[config.mk]
export PLATFORM = sky130hd
export DESIGN_NAME = arp_resolver_with_pending_queue
export DESIGN_NICKNAME = d
export VERILOG_FILES = /design/src/rtl/arpr_pkg.sv /design/src/rtl/arp_resolver_with_pending_queue.sv /design/src/rtl/arpr_ram.sv /design/src/rtl/arpr_ctrl.sv /design/src/rtl/arpr_dp.sv
export SDC_FILE = /design/constraint.sdc
export NUM_CORES = 2
export LEC_CHECK = 0
export BUFFER_PORTS_ARGS = -buffer_cell sky130_fd_sc_hd__buf_2
export CAP_MARGIN = 20
export CORE_ASPECT_RATIO = 2
export CORE_MARGIN = 2
export CORE_UTILIZATION = 40
export DETAILED_ROUTE_END_ITERATION = 8
export HOLD_SLACK_MARGIN = 0.05
export SETUP_SLACK_MARGIN = 0.05
export SYNTH_ARGS = -nofsm -noshare
export SYNTH_HDL_FRONTEND = slang
export SYNTH_HIERARCHICAL = 1
export SYNTH_SLANG_ARGS = --single-unit
[constraint.sdc]
create_clock -name clk -period 30.9 [get_ports clk]
set_input_delay 6.18 -clock clk [delete_from_list [all_inputs] [get_ports clk]]
set_output_delay 6.18 -clock clk [all_outputs]
set_load 0.01 [all_outputs]
[src/rtl/arpr_pkg.sv]
// Shared types and constants for the ARP resolver.
// Holds the item/result structs and the controller-datapath command/status structs.
// No dependencies.
package arpr_pkg;

	localparam logic [1:0] ACT_SEND   = 2'd0;
	localparam logic [1:0] ACT_FRAME  = 2'd1;
	localparam logic [1:0] ACT_TICK   = 2'd2;
	localparam logic [1:0] ACT_UNUSED = 2'd3;

	localparam logic [1:0] FK_IPV4   = 2'd0;
	localparam logic [1:0] FK_ARP    = 2'd1;
	localparam logic [1:0] FK_OTHER  = 2'd2;
	localparam logic [1:0] FK_UNUSED = 2'd3;

	localparam logic [1:0] OP_REQ   = 2'd0;
	localparam logic [1:0] OP_REP   = 2'd1;
	localparam logic [1:0] OP_OTHER = 2'd2;

	localparam logic [1:0] RES_IPV4 = 2'd0;
	localparam logic [1:0] RES_ARP  = 2'd1;
	localparam logic [1:0] RES_DLV  = 2'd2;
	localparam logic [1:0] RES_NONE = 2'd3;

	localparam logic [1:0] CFG_OWN_MAC  = 2'd0;
	localparam logic [1:0] CFG_OWN_IP   = 2'd1;
	localparam logic [1:0] CFG_LIFETIME = 2'd2;
	localparam logic [1:0] CFG_HOLDOFF  = 2'd3;

	localparam logic [47:0] BCAST_MAC        = 48'hFFFF_FFFF_FFFF;
	localparam logic [31:0] LIFETIME_DEFAULT = 32'd30000;
	localparam logic [31:0] HOLDOFF_DEFAULT  = 32'd5000;

	typedef struct packed {
		logic [1:0]  action;
		logic [15:0] datagram_handle;
		logic [31:0] next_hop_addr;
		logic [47:0] frame_dst_mac;
		logic [1:0]  frame_kind;
		logic        payload_ok;
		logic [1:0]  arp_op;
		logic [31:0] arp_sender_ip;
		logic [47:0] arp_sender_mac;
		logic [31:0] arp_target_ip;
		logic [31:0] elapsed_ms;
	} item_t;

	typedef struct packed {
		logic [1:0]  result_kind;
		logic [47:0] out_dst_mac;
		logic        out_arp_op;
		logic [31:0] out_arp_target_ip;
		logic [47:0] out_arp_target_mac;
		logic [15:0] out_handle;
		logic        last_result;
	} result_t;

	typedef struct packed {
		logic latch;
		logic clk_add;
		logic ld_send;
		logic ld_learn;
		logic ld_reply;
		logic ld_req;
		logic ld_q;
		logic scan_start;
		logic scan_hold;
		logic cache_wr;
		logic hold_wr;
		logic q_push;
		logic rr_init;
		logic emit_ipv4;
		logic emit_arp;
		logic emit_dlv;
		logic finish;
	} cmd_t;

	typedef struct packed {
		logic is_send;
		logic is_tick;
		logic is_deliver;
		logic is_learn;
		logic is_arp_other;
		logic reply_needed;
		logic scan_done;
		logic hit;
		logic fresh;
		logic held;
		logic q_more;
	} sts_t;

endpackage

[src/rtl/arp_resolver_with_pending_queue.sv]
// ARP resolver top level: controller plus datapath.
// A tick or a delivered or ignored frame is decoded and then finishes; a send walks the
// cache and, on a miss or stale hit, the holdoff table; a queue re-run walks the cache for
// each queued datagram, and the holdoff table as well when it needs a request.
// One transaction at a time; busy drops as the final result is staged, so the next start
// is taken in the cycle the final result shows. The receiver cannot stall.
// Reset clears valid bits, queue count and clock and loads register defaults; no clearing pass.
module arp_resolver_with_pending_queue #(
	parameter int CACHE_ENTRIES   = 16,
	parameter int HOLDOFF_ENTRIES = 16,
	parameter int QUEUE_DEPTH     = 16
) (
	input  logic              clk,
	input  logic              arst_n,
	input  logic              start,
	output logic              busy,
	input  arpr_pkg::item_t   item,
	output logic              result_valid,
	output arpr_pkg::result_t result,
	input  logic              cfg_we,
	input  logic [1:0]        cfg_idx,
	input  logic [47:0]       cfg_wdata
);

	arpr_pkg::cmd_t cmd;
	arpr_pkg::sts_t sts;

	arpr_ctrl u_ctrl (
		.clk    (clk),
		.arst_n (arst_n),
		.start  (start),
		.busy   (busy),
		.sts    (sts),
		.cmd    (cmd)
	);

	arpr_dp #(
		.CACHE_ENTRIES   (CACHE_ENTRIES),
		.HOLDOFF_ENTRIES (HOLDOFF_ENTRIES),
		.QUEUE_DEPTH     (QUEUE_DEPTH)
	) u_dp (
		.clk          (clk),
		.arst_n       (arst_n),
		.cfg_we       (cfg_we),
		.cfg_idx      (cfg_idx),
		.cfg_wdata    (cfg_wdata),
		.item         (item),
		.cmd          (cmd),
		.sts          (sts),
		.result_valid (result_valid),
		.result       (result)
	);

	a_start_busy: assert property (@(posedge clk) disable iff (!arst_n)
		start && !busy |=> busy)
		else $error("accepted transaction did not raise busy");

	a_last_idle: assert property (@(posedge clk) disable iff (!arst_n)
		result_valid && result.last_result |-> !busy)
		else $error("final result while still busy");

	a_mid_busy: assert property (@(posedge clk) disable iff (!arst_n)
		result_valid && !result.last_result |-> busy)
		else $error("non-final result outside a transaction");

endmodule

[src/rtl/arpr_ram.sv]
// Generic single-write, single-read RAM with registered read data.
// No dependencies.
module arpr_ram #(
	parameter int WIDTH = 32,
	parameter int DEPTH = 16
) (
	input  logic                     clk,
	input  logic                     we,
	input  logic [$clog2(DEPTH)-1:0] waddr,
	input  logic [WIDTH-1:0]         wdata,
	input  logic [$clog2(DEPTH)-1:0] raddr,
	output logic [WIDTH-1:0]         rdata
);

	logic [WIDTH-1:0] mem_q [DEPTH];

	always_ff @(posedge clk) begin
		if (we) begin
			mem_q[waddr] <= wdata;
		end
		rdata <= mem_q[raddr];
	end

endmodule

[src/rtl/arpr_ctrl.sv]
// Controller state machine for the ARP resolver.
// Depends on arpr_pkg (cmd_t, sts_t).
module arpr_ctrl (
	input  logic          clk,
	input  logic          arst_n,
	input  logic          start,
	output logic          busy,
	input  arpr_pkg::sts_t sts,
	output arpr_pkg::cmd_t cmd
);

	localparam logic [3:0] ST_IDLE  = 4'd0;
	localparam logic [3:0] ST_DEC   = 4'd1;
	localparam logic [3:0] ST_CSCAN = 4'd2;
	localparam logic [3:0] ST_HSCAN = 4'd3;
	localparam logic [3:0] ST_LSCAN = 4'd4;
	localparam logic [3:0] ST_RRINI = 4'd5;
	localparam logic [3:0] ST_RRRD  = 4'd6;
	localparam logic [3:0] ST_RRLD  = 4'd7;
	localparam logic [3:0] ST_FIN   = 4'd8;

	logic [3:0] state_q, state_d;
	logic       ctx_send_q, ctx_send_d;
	logic       rerun_q, rerun_d;

	always_comb begin
		state_d    = state_q;
		ctx_send_d = ctx_send_q;
		rerun_d    = rerun_q;
		cmd        = '0;
		unique case (state_q)
			ST_IDLE: begin
				if (start) begin
					cmd.latch = 1'b1;
					rerun_d   = 1'b0;
					state_d   = ST_DEC;
				end
			end
			ST_DEC: begin
				if (sts.is_send) begin
					cmd.ld_send    = 1'b1;
					cmd.scan_start = 1'b1;
					state_d        = ST_CSCAN;
				end else if (sts.is_tick) begin
					cmd.clk_add = 1'b1;
					state_d     = ST_FIN;
				end else if (sts.is_deliver) begin
					cmd.emit_dlv = 1'b1;
					state_d      = ST_FIN;
				end else if (sts.is_learn) begin
					cmd.ld_learn   = 1'b1;
					cmd.scan_start = 1'b1;
					state_d        = ST_LSCAN;
				end else if (sts.is_arp_other) begin
					state_d = ST_RRINI;
				end else begin
					state_d = ST_FIN;
				end
			end
			ST_CSCAN: begin
				if (sts.scan_done) begin
					if (sts.hit && sts.fresh) begin
						cmd.emit_ipv4 = 1'b1;
						state_d       = rerun_q ? ST_RRRD : ST_FIN;
					end else begin
						cmd.ld_req     = 1'b1;
						cmd.scan_start = 1'b1;
						cmd.scan_hold  = 1'b1;
						ctx_send_d     = 1'b1;
						state_d        = ST_HSCAN;
					end
				end
			end
			ST_HSCAN: begin
				if (sts.scan_done) begin
					if (!sts.held) begin
						cmd.hold_wr  = 1'b1;
						cmd.emit_arp = 1'b1;
					end
					if (ctx_send_q) begin
						cmd.q_push = 1'b1;
						state_d    = rerun_q ? ST_RRRD : ST_FIN;
					end else begin
						state_d = ST_RRINI;
					end
				end
			end
			ST_LSCAN: begin
				if (sts.scan_done) begin
					cmd.cache_wr = 1'b1;
					if (sts.reply_needed) begin
						cmd.ld_reply   = 1'b1;
						cmd.scan_start = 1'b1;
						cmd.scan_hold  = 1'b1;
						ctx_send_d     = 1'b0;
						state_d        = ST_HSCAN;
					end else begin
						state_d = ST_RRINI;
					end
				end
			end
			ST_RRINI: begin
				cmd.rr_init = 1'b1;
				rerun_d     = 1'b1;
				state_d     = ST_RRRD;
			end
			ST_RRRD: begin
				// queue read address is presented here, data lands next cycle
				state_d = sts.q_more ? ST_RRLD : ST_FIN;
			end
			ST_RRLD: begin
				cmd.ld_q       = 1'b1;
				cmd.scan_start = 1'b1;
				state_d        = ST_CSCAN;
			end
			ST_FIN: begin
				cmd.finish = 1'b1;
				state_d    = ST_IDLE;
			end
			default: begin
				state_d = ST_IDLE;
			end
		endcase
	end

	always_ff @(posedge clk or negedge arst_n) begin
		if (!arst_n) begin
			state_q    <= ST_IDLE;
			ctx_send_q <= 1'b0;
			rerun_q    <= 1'b0;
		end else begin
			state_q    <= state_d;
			ctx_send_q <= ctx_send_d;
			rerun_q    <= rerun_d;
		end
	end

	assign busy = (state_q != ST_IDLE);

endmodule

[src/rtl/arpr_dp.sv]
// Datapath for the ARP resolver: config registers, cache/holdoff/queue RAMs,
// the table scanner and the result staging. Depends on arpr_pkg and arpr_ram.
module arpr_dp #(
	parameter int CACHE_ENTRIES   = 16,
	parameter int HOLDOFF_ENTRIES = 16,
	parameter int QUEUE_DEPTH     = 16
) (
	input  logic              clk,
	input  logic              arst_n,
	input  logic              cfg_we,
	input  logic [1:0]        cfg_idx,
	input  logic [47:0]       cfg_wdata,
	input  arpr_pkg::item_t   item,
	input  arpr_pkg::cmd_t    cmd,
	output arpr_pkg::sts_t    sts,
	output logic              result_valid,
	output arpr_pkg::result_t result
);

	localparam int CW   = $clog2(CACHE_ENTRIES);
	localparam int HW   = $clog2(HOLDOFF_ENTRIES);
	localparam int QW   = $clog2(QUEUE_DEPTH);
	localparam int MAXD = (CACHE_ENTRIES > HOLDOFF_ENTRIES) ? CACHE_ENTRIES : HOLDOFF_ENTRIES;
	localparam int SW   = $clog2(MAXD + 1);
	localparam int NW   = $clog2(QUEUE_DEPTH + 1);

	// configuration
	logic [47:0] own_mac_q;
	logic [31:0] own_ip_q, lifetime_q, holdoff_q, clock_q;
	arpr_pkg::item_t item_q;

	always_ff @(posedge clk or negedge arst_n) begin
		if (!arst_n) begin
			own_mac_q  <= '0;
			own_ip_q   <= '0;
			lifetime_q <= arpr_pkg::LIFETIME_DEFAULT;
			holdoff_q  <= arpr_pkg::HOLDOFF_DEFAULT;
			clock_q    <= '0;
		end else begin
			if (cfg_we) begin
				unique case (cfg_idx)
					arpr_pkg::CFG_OWN_MAC:  own_mac_q  <= cfg_wdata;
					arpr_pkg::CFG_OWN_IP:   own_ip_q   <= cfg_wdata[31:0];
					arpr_pkg::CFG_LIFETIME: lifetime_q <= cfg_wdata[31:0];
					arpr_pkg::CFG_HOLDOFF:  holdoff_q  <= cfg_wdata[31:0];
					default: ;
				endcase
			end
			if (cmd.clk_add) begin
				clock_q <= clock_q + item_q.elapsed_ms;
			end
		end
	end

	// item and current-work registers
	logic [31:0] cur_ip_q;
	logic [15:0] cur_handle_q;
	logic [47:0] cur_dst_q;
	logic        cur_op_q;
	logic [47:0] q_rdata;

	always_ff @(posedge clk) begin
		if (cmd.latch) begin
			item_q <= item;
		end
		if (cmd.ld_send) begin
			cur_ip_q     <= item_q.next_hop_addr;
			cur_handle_q <= item_q.datagram_handle;
		end
		if (cmd.ld_learn) begin
			cur_ip_q <= item_q.arp_sender_ip;
		end
		if (cmd.ld_reply) begin
			cur_ip_q  <= item_q.arp_sender_ip;
			cur_dst_q <= item_q.arp_sender_mac;
			cur_op_q  <= 1'b1;
		end
		if (cmd.ld_req) begin
			cur_dst_q <= arpr_pkg::BCAST_MAC;
			cur_op_q  <= 1'b0;
		end
		if (cmd.ld_q) begin
			cur_ip_q     <= q_rdata[31:0];
			cur_handle_q <= q_rdata[47:32];
		end
	end

	// item decode
	logic frame_ok, is_arp;
	assign frame_ok = (item_q.action == arpr_pkg::ACT_FRAME) && item_q.payload_ok
		&& ((item_q.frame_dst_mac == own_mac_q) || (item_q.frame_dst_mac == arpr_pkg::BCAST_MAC));
	assign is_arp = frame_ok && (item_q.frame_kind == arpr_pkg::FK_ARP);

	assign sts.is_send      = (item_q.action == arpr_pkg::ACT_SEND);
	assign sts.is_tick      = (item_q.action == arpr_pkg::ACT_TICK);
	assign sts.is_deliver   = frame_ok && (item_q.frame_kind == arpr_pkg::FK_IPV4);
	assign sts.is_learn     = is_arp && ((item_q.arp_op == arpr_pkg::OP_REQ)
		|| (item_q.arp_op == arpr_pkg::OP_REP));
	assign sts.is_arp_other = is_arp && !sts.is_learn;
	assign sts.reply_needed = (item_q.arp_op == arpr_pkg::OP_REQ)
		&& (item_q.arp_target_ip == own_ip_q);

	// tables
	logic [CACHE_ENTRIES-1:0]   cache_valid_q;
	logic [HOLDOFF_ENTRIES-1:0] hold_valid_q;
	logic [111:0] cache_rdata;
	logic [63:0]  hold_rdata;
	logic [CW-1:0] c_slot;
	logic [HW-1:0] h_slot;

	// scanner state
	logic          scan_active_q, scan_sel_q, chk_vld_s1, hit_q, best_set_q;
	logic [SW-1:0] iss_q, chk_idx_s1, hit_idx_q, oldest_q, scan_len;
	logic [31:0]   best_q, hit_stamp_q;
	logic [47:0]   hit_mac_q;

	arpr_ram #(.WIDTH(112), .DEPTH(CACHE_ENTRIES)) u_cache_ram (
		.clk   (clk),
		.we    (cmd.cache_wr),
		.waddr (c_slot),
		.wdata ({cur_ip_q, item_q.arp_sender_mac, clock_q}),
		.raddr (iss_q[CW-1:0]),
		.rdata (cache_rdata)
	);

	arpr_ram #(.WIDTH(64), .DEPTH(HOLDOFF_ENTRIES)) u_hold_ram (
		.clk   (clk),
		.we    (cmd.hold_wr),
		.waddr (h_slot),
		.wdata ({cur_ip_q, clock_q}),
		.raddr (iss_q[HW-1:0]),
		.rdata (hold_rdata)
	);

	assign scan_len = scan_sel_q ? SW'(HOLDOFF_ENTRIES) : SW'(CACHE_ENTRIES);

	logic [31:0] chk_ip, chk_stamp, chk_age;
	logic        chk_v;
	assign chk_ip    = scan_sel_q ? hold_rdata[63:32] : cache_rdata[111:80];
	assign chk_stamp = scan_sel_q ? hold_rdata[31:0] : cache_rdata[31:0];
	assign chk_v     = scan_sel_q ? hold_valid_q[chk_idx_s1[HW-1:0]]
		: cache_valid_q[chk_idx_s1[CW-1:0]];
	assign chk_age   = clock_q - chk_stamp;

	assign sts.scan_done = scan_active_q && (iss_q == scan_len) && !chk_vld_s1;
	assign sts.hit       = hit_q;

	logic [31:0] hit_age;
	assign hit_age   = clock_q - hit_stamp_q;
	assign sts.fresh = (hit_age <= lifetime_q);
	assign sts.held  = hit_q && (hit_age < holdoff_q);

	always_ff @(posedge clk or negedge arst_n) begin
		if (!arst_n) begin
			scan_active_q <= 1'b0;
			scan_sel_q    <= 1'b0;
			chk_vld_s1    <= 1'b0;
			hit_q         <= 1'b0;
			best_set_q    <= 1'b0;
			iss_q         <= '0;
		end else if (cmd.scan_start) begin
			scan_active_q <= 1'b1;
			scan_sel_q    <= cmd.scan_hold;
			chk_vld_s1    <= 1'b0;
			hit_q         <= 1'b0;
			best_set_q    <= 1'b0;
			iss_q         <= '0;
		end else if (scan_active_q) begin
			if (iss_q != scan_len) begin
				iss_q      <= iss_q + SW'(1);
				chk_vld_s1 <= 1'b1;
			end else begin
				chk_vld_s1 <= 1'b0;
			end
			if (sts.scan_done) begin
				scan_active_q <= 1'b0;
			end
			if (chk_vld_s1 && chk_v) begin
				if (!hit_q && (chk_ip == cur_ip_q)) begin
					hit_q <= 1'b1;
				end
				if (!best_set_q || (chk_age > best_q)) begin
					best_set_q <= 1'b1;
				end
			end
		end
	end

	always_ff @(posedge clk) begin
		if (scan_active_q) begin
			chk_idx_s1 <= iss_q;
		end
		if (scan_active_q && chk_vld_s1 && chk_v) begin
			if (!hit_q && (chk_ip == cur_ip_q)) begin
				hit_idx_q   <= chk_idx_s1;
				hit_stamp_q <= chk_stamp;
				hit_mac_q   <= cache_rdata[79:32];
			end
			// oldest entry, lowest index wins a tie
			if (!best_set_q || (chk_age > best_q)) begin
				best_q   <= chk_age;
				oldest_q <= chk_idx_s1;
			end
		end
	end

	// replacement slot: matching entry, else first free, else oldest
	logic          c_free, h_free;
	logic [CW-1:0] c_free_idx;
	logic [HW-1:0] h_free_idx;

	always_comb begin
		c_free     = 1'b0;
		c_free_idx = '0;
		for (int i = CACHE_ENTRIES - 1; i >= 0; i--) begin
			if (!cache_valid_q[i]) begin
				c_free     = 1'b1;
				c_free_idx = CW'(i);
			end
		end
	end

	always_comb begin
		h_free     = 1'b0;
		h_free_idx = '0;
		for (int i = HOLDOFF_ENTRIES - 1; i >= 0; i--) begin
			if (!hold_valid_q[i]) begin
				h_free     = 1'b1;
				h_free_idx = HW'(i);
			end
		end
	end

	assign c_slot = hit_q ? hit_idx_q[CW-1:0] : (c_free ? c_free_idx : oldest_q[CW-1:0]);
	assign h_slot = hit_q ? hit_idx_q[HW-1:0] : (h_free ? h_free_idx : oldest_q[HW-1:0]);

	always_ff @(posedge clk or negedge arst_n) begin
		if (!arst_n) begin
			cache_valid_q <= '0;
			hold_valid_q  <= '0;
		end else begin
			if (cmd.cache_wr) begin
				cache_valid_q[c_slot] <= 1'b1;
			end
			if (cmd.hold_wr) begin
				hold_valid_q[h_slot] <= 1'b1;
			end
		end
	end

	// pending queue, re-run walks it in place
	logic [NW-1:0] count_q, rr_n_q, rr_k_q;
	logic          q_wr;
	assign q_wr       = cmd.q_push && (count_q < NW'(QUEUE_DEPTH));
	assign sts.q_more = (rr_k_q < rr_n_q);

	arpr_ram #(.WIDTH(48), .DEPTH(QUEUE_DEPTH)) u_queue_ram (
		.clk   (clk),
		.we    (q_wr),
		.waddr (count_q[QW-1:0]),
		.wdata ({cur_handle_q, cur_ip_q}),
		.raddr (rr_k_q[QW-1:0]),
		.rdata (q_rdata)
	);

	always_ff @(posedge clk or negedge arst_n) begin
		if (!arst_n) begin
			count_q <= '0;
			rr_n_q  <= '0;
			rr_k_q  <= '0;
		end else begin
			if (cmd.rr_init) begin
				rr_n_q  <= count_q;
				rr_k_q  <= '0;
				count_q <= '0;
			end else if (q_wr) begin
				count_q <= count_q + NW'(1);
			end
			if (cmd.ld_q) begin
				rr_k_q <= rr_k_q + NW'(1);
			end
		end
	end

	// result staging: hold one result back so the last one can be marked
	arpr_pkg::result_t new_res, held_q, res_q, res_d;
	logic emit_any, held_vld_q, res_vld_q;

	assign emit_any = cmd.emit_ipv4 || cmd.emit_arp || cmd.emit_dlv;

	always_comb begin
		new_res = '0;
		if (cmd.emit_ipv4) begin
			new_res.result_kind = arpr_pkg::RES_IPV4;
			new_res.out_dst_mac = hit_mac_q;
			new_res.out_handle  = cur_handle_q;
		end else if (cmd.emit_arp) begin
			new_res.result_kind        = arpr_pkg::RES_ARP;
			new_res.out_dst_mac        = cur_dst_q;
			new_res.out_arp_op         = cur_op_q;
			new_res.out_arp_target_ip  = cur_ip_q;
			new_res.out_arp_target_mac = cur_op_q ? cur_dst_q : '0;
		end else begin
			new_res.result_kind = arpr_pkg::RES_DLV;
			new_res.out_handle  = item_q.datagram_handle;
		end
	end

	always_comb begin
		res_d             = held_q;
		res_d.last_result = 1'b0;
		if (cmd.finish) begin
			if (!held_vld_q) begin
				res_d             = '0;
				res_d.result_kind = arpr_pkg::RES_NONE;
			end
			res_d.last_result = 1'b1;
		end
	end

	always_ff @(posedge clk or negedge arst_n) begin
		if (!arst_n) begin
			held_vld_q <= 1'b0;
			res_vld_q  <= 1'b0;
		end else begin
			res_vld_q <= (emit_any && held_vld_q) || cmd.finish;
			if (emit_any) begin
				held_vld_q <= 1'b1;
			end else if (cmd.finish) begin
				held_vld_q <= 1'b0;
			end
		end
	end

	always_ff @(posedge clk) begin
		if (emit_any) begin
			held_q <= new_res;
		end
		if (emit_any || cmd.finish) begin
			res_q <= res_d;
		end
	end

	assign result_valid = res_vld_q;
	assign result       = res_q;

endmodule
==> flow_metrics.tcl <==
set metrics [dict create \
    status "finished, final reports clean" \
    grt_max_degree 138 \
    drtAntennaViolNets 0 \
    cp_max_fo 20 \
    tightest_slew_ns 1.239 \
    start_util 0.4016 \
    wirelength_mm 465.4 \
    dieArea_um2 466500 \
    min_period_ns 8.705 \
    grt_pass1_vias 96910 \
    post_drt_via_cell_ratio 5.602 \
    detail_route.first_pass.iterations 5 \
    antenna_found_initial 34 \
    layout_commonest_cell "edfxtp_1" \
    syn_area_per_cell_um2 19.99 \
    crit_required_ns 24.72 \
    rrSetupSlack_ns 22.28 \
    peakVddDrop_uv 51.27 \
    rows 352 \
    ioPinCount 451 \
    grt_overflow_total 0 \
    setup_ws_ns 22.19 \
    fin_skew_ns 0.09318 \
    yosys_warnings 6 \
    wl_met1_mm 180.2 \
    cts_resized 0 \
    vias 91380 \
    drv_slew 0 \
    worstSetupPathType "reg2out" \
    cts_buffers 416 \
    maxSlewHeadroom 0.1677 \
    port_buffers 450 \
    fp.dieH_um 964.0 \
    syn_to_final_growth_pct 13.31 \
    min_path_type "reg2reg" \
    route.met3.wl_mm 24.00 \
    leakage_nw 65.18 \
    fmax_mhz 114.9 \
    p_per_area_nw_per_um2 60.22 \
    arrival_ns 2.53 \
    start_kind "flip-flop" \
    cts_tree "yes" \
    grt.total_usage 0.1961 \
    worstSkewPairLatency_ns 1.01 \
    cts_hold_buffers 0 \
    timing.final.crit_share 0.2817 \
    final_core_util 0.4551 \
    postSynthCellCount 9219 \
    worst_setup_path_end_kind "output pin" \
    cap_violations 0 \
    async_flop_share 0.05008 \
    layout_common_cells "4298 x edfxtp_1, 906 x mux4_2, 450 x a22oi_1" \
    yosys_most_used_dff "edfxtp_1" \
    synth-edff-count 4298 \
    ys_seq_area_frac 0.7627 \
    ys_seq_elements 4812 \
    hold_viol_final 0 \
    ys_types 90 \
    clock_path_buffers 4 \
    clk_pin_slew_ns 0.08 \
    place_ws_ns 21.71 \
    coreArea_um2 458900 \
    syn_area_um2 184300 \
    syn_nets 9719 \
    top_layer "met5" \
    drt_first_iter_violations 7784 \
    cts-root-buf "clkbuf_16" \
    cts_sinks 4812 \
    gp_congestion 0.8296 \
    dieWidth_um 484.0 \
    nFillCells 38500 \
    routedWlPerCell_um 28.53 \
    setup_violations 0 \
    met2WireLength_mm 247.9 \
    htreeDepth 5 \
    hpwl_mm 274.9 \
    fin_nets 10430 \
    drc 0 \
    post_cts_buffers 0 \
    grt_pass1_wl_mm 674.1 \
    grt_setup_unrepaired "false" \
    layout-drive-gt1-share 0.2488 \
    setup_tns_ns 0 \
]
## worst max-delay path: stages (launching register included)
cell     delay (ns)
dfrtp_1        0.57
nor2_1         0.50
nand2_1        0.28
buf_2          0.21
## per-layer routing
metal / vias up / track usage
li1: 38650 / -
met1: 49000 / 0.2436
met2: 3045 / 0.3590
met3: 687 / 0.02266
met4: 4 / 0.05613
met5: - / 0
## metrics by stage
| step | instances | total power [mW] | instance area (um^2) | hold WS [ns] |
|---|---|---|---|---|
| final | 16310 | 12.58 | 208800 | 0.3737 |
| after global routing | 16310 | 12.94 | 208800 | 0.3735 |
| after CTS | 16300 | 12.71 | 208700 | 0.3587 |
| after detailed placement | 15520 | 7.314 | 194600 | 0.3887 |
| after global placement | 15520 | 7.312 | 194500 | 0.3919 |
| after floorplan | 9219 | 7.246 | 184300 | 0.3855 |
## registers in the layout, indices dropped and copies added, names as in the netlist, 16 cells and up
register and count:
u_dp/hit_stamp_q 32, u_dp/u_queue_ram/rdata 48, u_dp/cur_handle_q 16, u_dp/hit_mac_q 48, u_dp/clock_q 32, u_dp/u_hold_ram/rdata 64, u_dp/u_hold_ram/mem_q 1024, u_dp/cur_dst_q 48
u_dp/holdoff_q 32, u_dp/cur_ip_q 32, u_dp/own_ip_q 32, u_dp/held_q 147, u_dp/own_mac_q 48, u_dp/u_cache_ram/mem_q 1792, u_dp/cache_valid_q 16, u_dp/lifetime_q 32
u_dp/item_q 247, u_dp/best_q 32, u_dp/u_queue_ram/mem_q 768, u_dp/result 148, u_dp/hold_valid_q 16, u_dp/u_cache_ram/rdata 112
## logic make-up after synthesis
kind of cell / share of synthesized area
DFF: 0.7627
buffers and inverters: 0.01541
xor gates and xnor gates: 0.009484
adders and majority gates: 0.01363
and+or+nand+nor: 0.03158
AOI/OAI and AO/OA: 0.03947
muxes: 0.1277
## where the power goes
| part | total [mW] | internal [mW] | leakage, nW | switching, mW |
|---|---|---|---|---|
| clock | 5.41 | 3.02 | 6.85 | 2.39 |
| sequential | 7.04 | 7.02 | 40.8 | 0.0227 |
| combinational | 0.127 | 0.0622 | 17.5 | 0.0644 |
## cell type report
class,instances,area (um^2),share of cell area
Clock buffer,558,11440,0.05477
Timing Repair Buffer,707,4427,0.02120
Multi-Input combinational cell,3778,41400,0.1982
Sequential cell,4812,140600,0.6732
Tap cell,6018,7530,0.03606
Clock inverter,221,2639,0.01264
Inverter,211,792.0,0.003792
Antenna cell,8,20.02,0.00009586
## synthesized netlist by cell type (10+ instances only)
library cell | instances | share of area
o21bai_1 | 26 | 0.0011
buf_2 | 31 | 0.00084
and2_1 | 186 | 0.0063
clkbuf_1 | 210 | 0.0043
a211oi_1 | 13 | 0.00053
a21oi_1 | 108 | 0.0029
xnor2_1 | 92 | 0.0044
dfrtp_1 | 229 | 0.031
a21o_1 | 95 | 0.0039
nor3_1 | 37 | 0.0010
nand3_1 | 41 | 0.0011
nor2b_1 | 84 | 0.0029
nand2b_1 | 32 | 0.0011
nand4_1 | 67 | 0.0023
edfxtp_1 | 4298 | 0.70
a211o_1 | 53 | 0.0025
mux2i_1 | 99 | 0.0054
nor4_1 | 28 | 0.00095
mux4_2 | 906 | 0.11
mux2_2 | 190 | 0.012
o21ai_0 | 151 | 0.0041
dfxtp_1 | 273 | 0.030
nor2_1 | 135 | 0.0027
a31oi_1 | 10 | 0.00034
a22o_1 | 18 | 0.00086
o21a_1 | 21 | 0.00086
o211ai_1 | 10 | 0.00041
and3_1 | 63 | 0.0021
buf_6 | 28 | 0.0017
buf_4 | 61 | 0.0025
ha_1 | 196 | 0.013
buf_1 | 87 | 0.0018
inv_1 | 211 | 0.0043
nand2_1 | 436 | 0.0089
a22oi_1 | 450 | 0.018
dfstp_2 | 12 | 0.0017
xor2_1 | 105 | 0.0050
## final timing paths
| path | startpoint | to | depth (start not counted) |
|---|---|---|---|
| setup / recovery | u_ctrl/state_q[1] | busy | 3 |
| hold / removal | u_dp/u_cache_ram/rdata[68] | u_dp/hit_mac_q[36] | 0 |
| setup reg to reg | u_dp/clock_q[0] | u_dp/result[110] | 23 |
| hold reg to reg | u_dp/u_cache_ram/rdata[68] | u_dp/hit_mac_q[36] | 0 |
| max in group asynchronous | arst_n | u_dp/iss_q[0] | 3 |
| min in group asynchronous | arst_n | u_dp/own_mac_q[27] | 1 |
(Power assumes the default switching activity.)
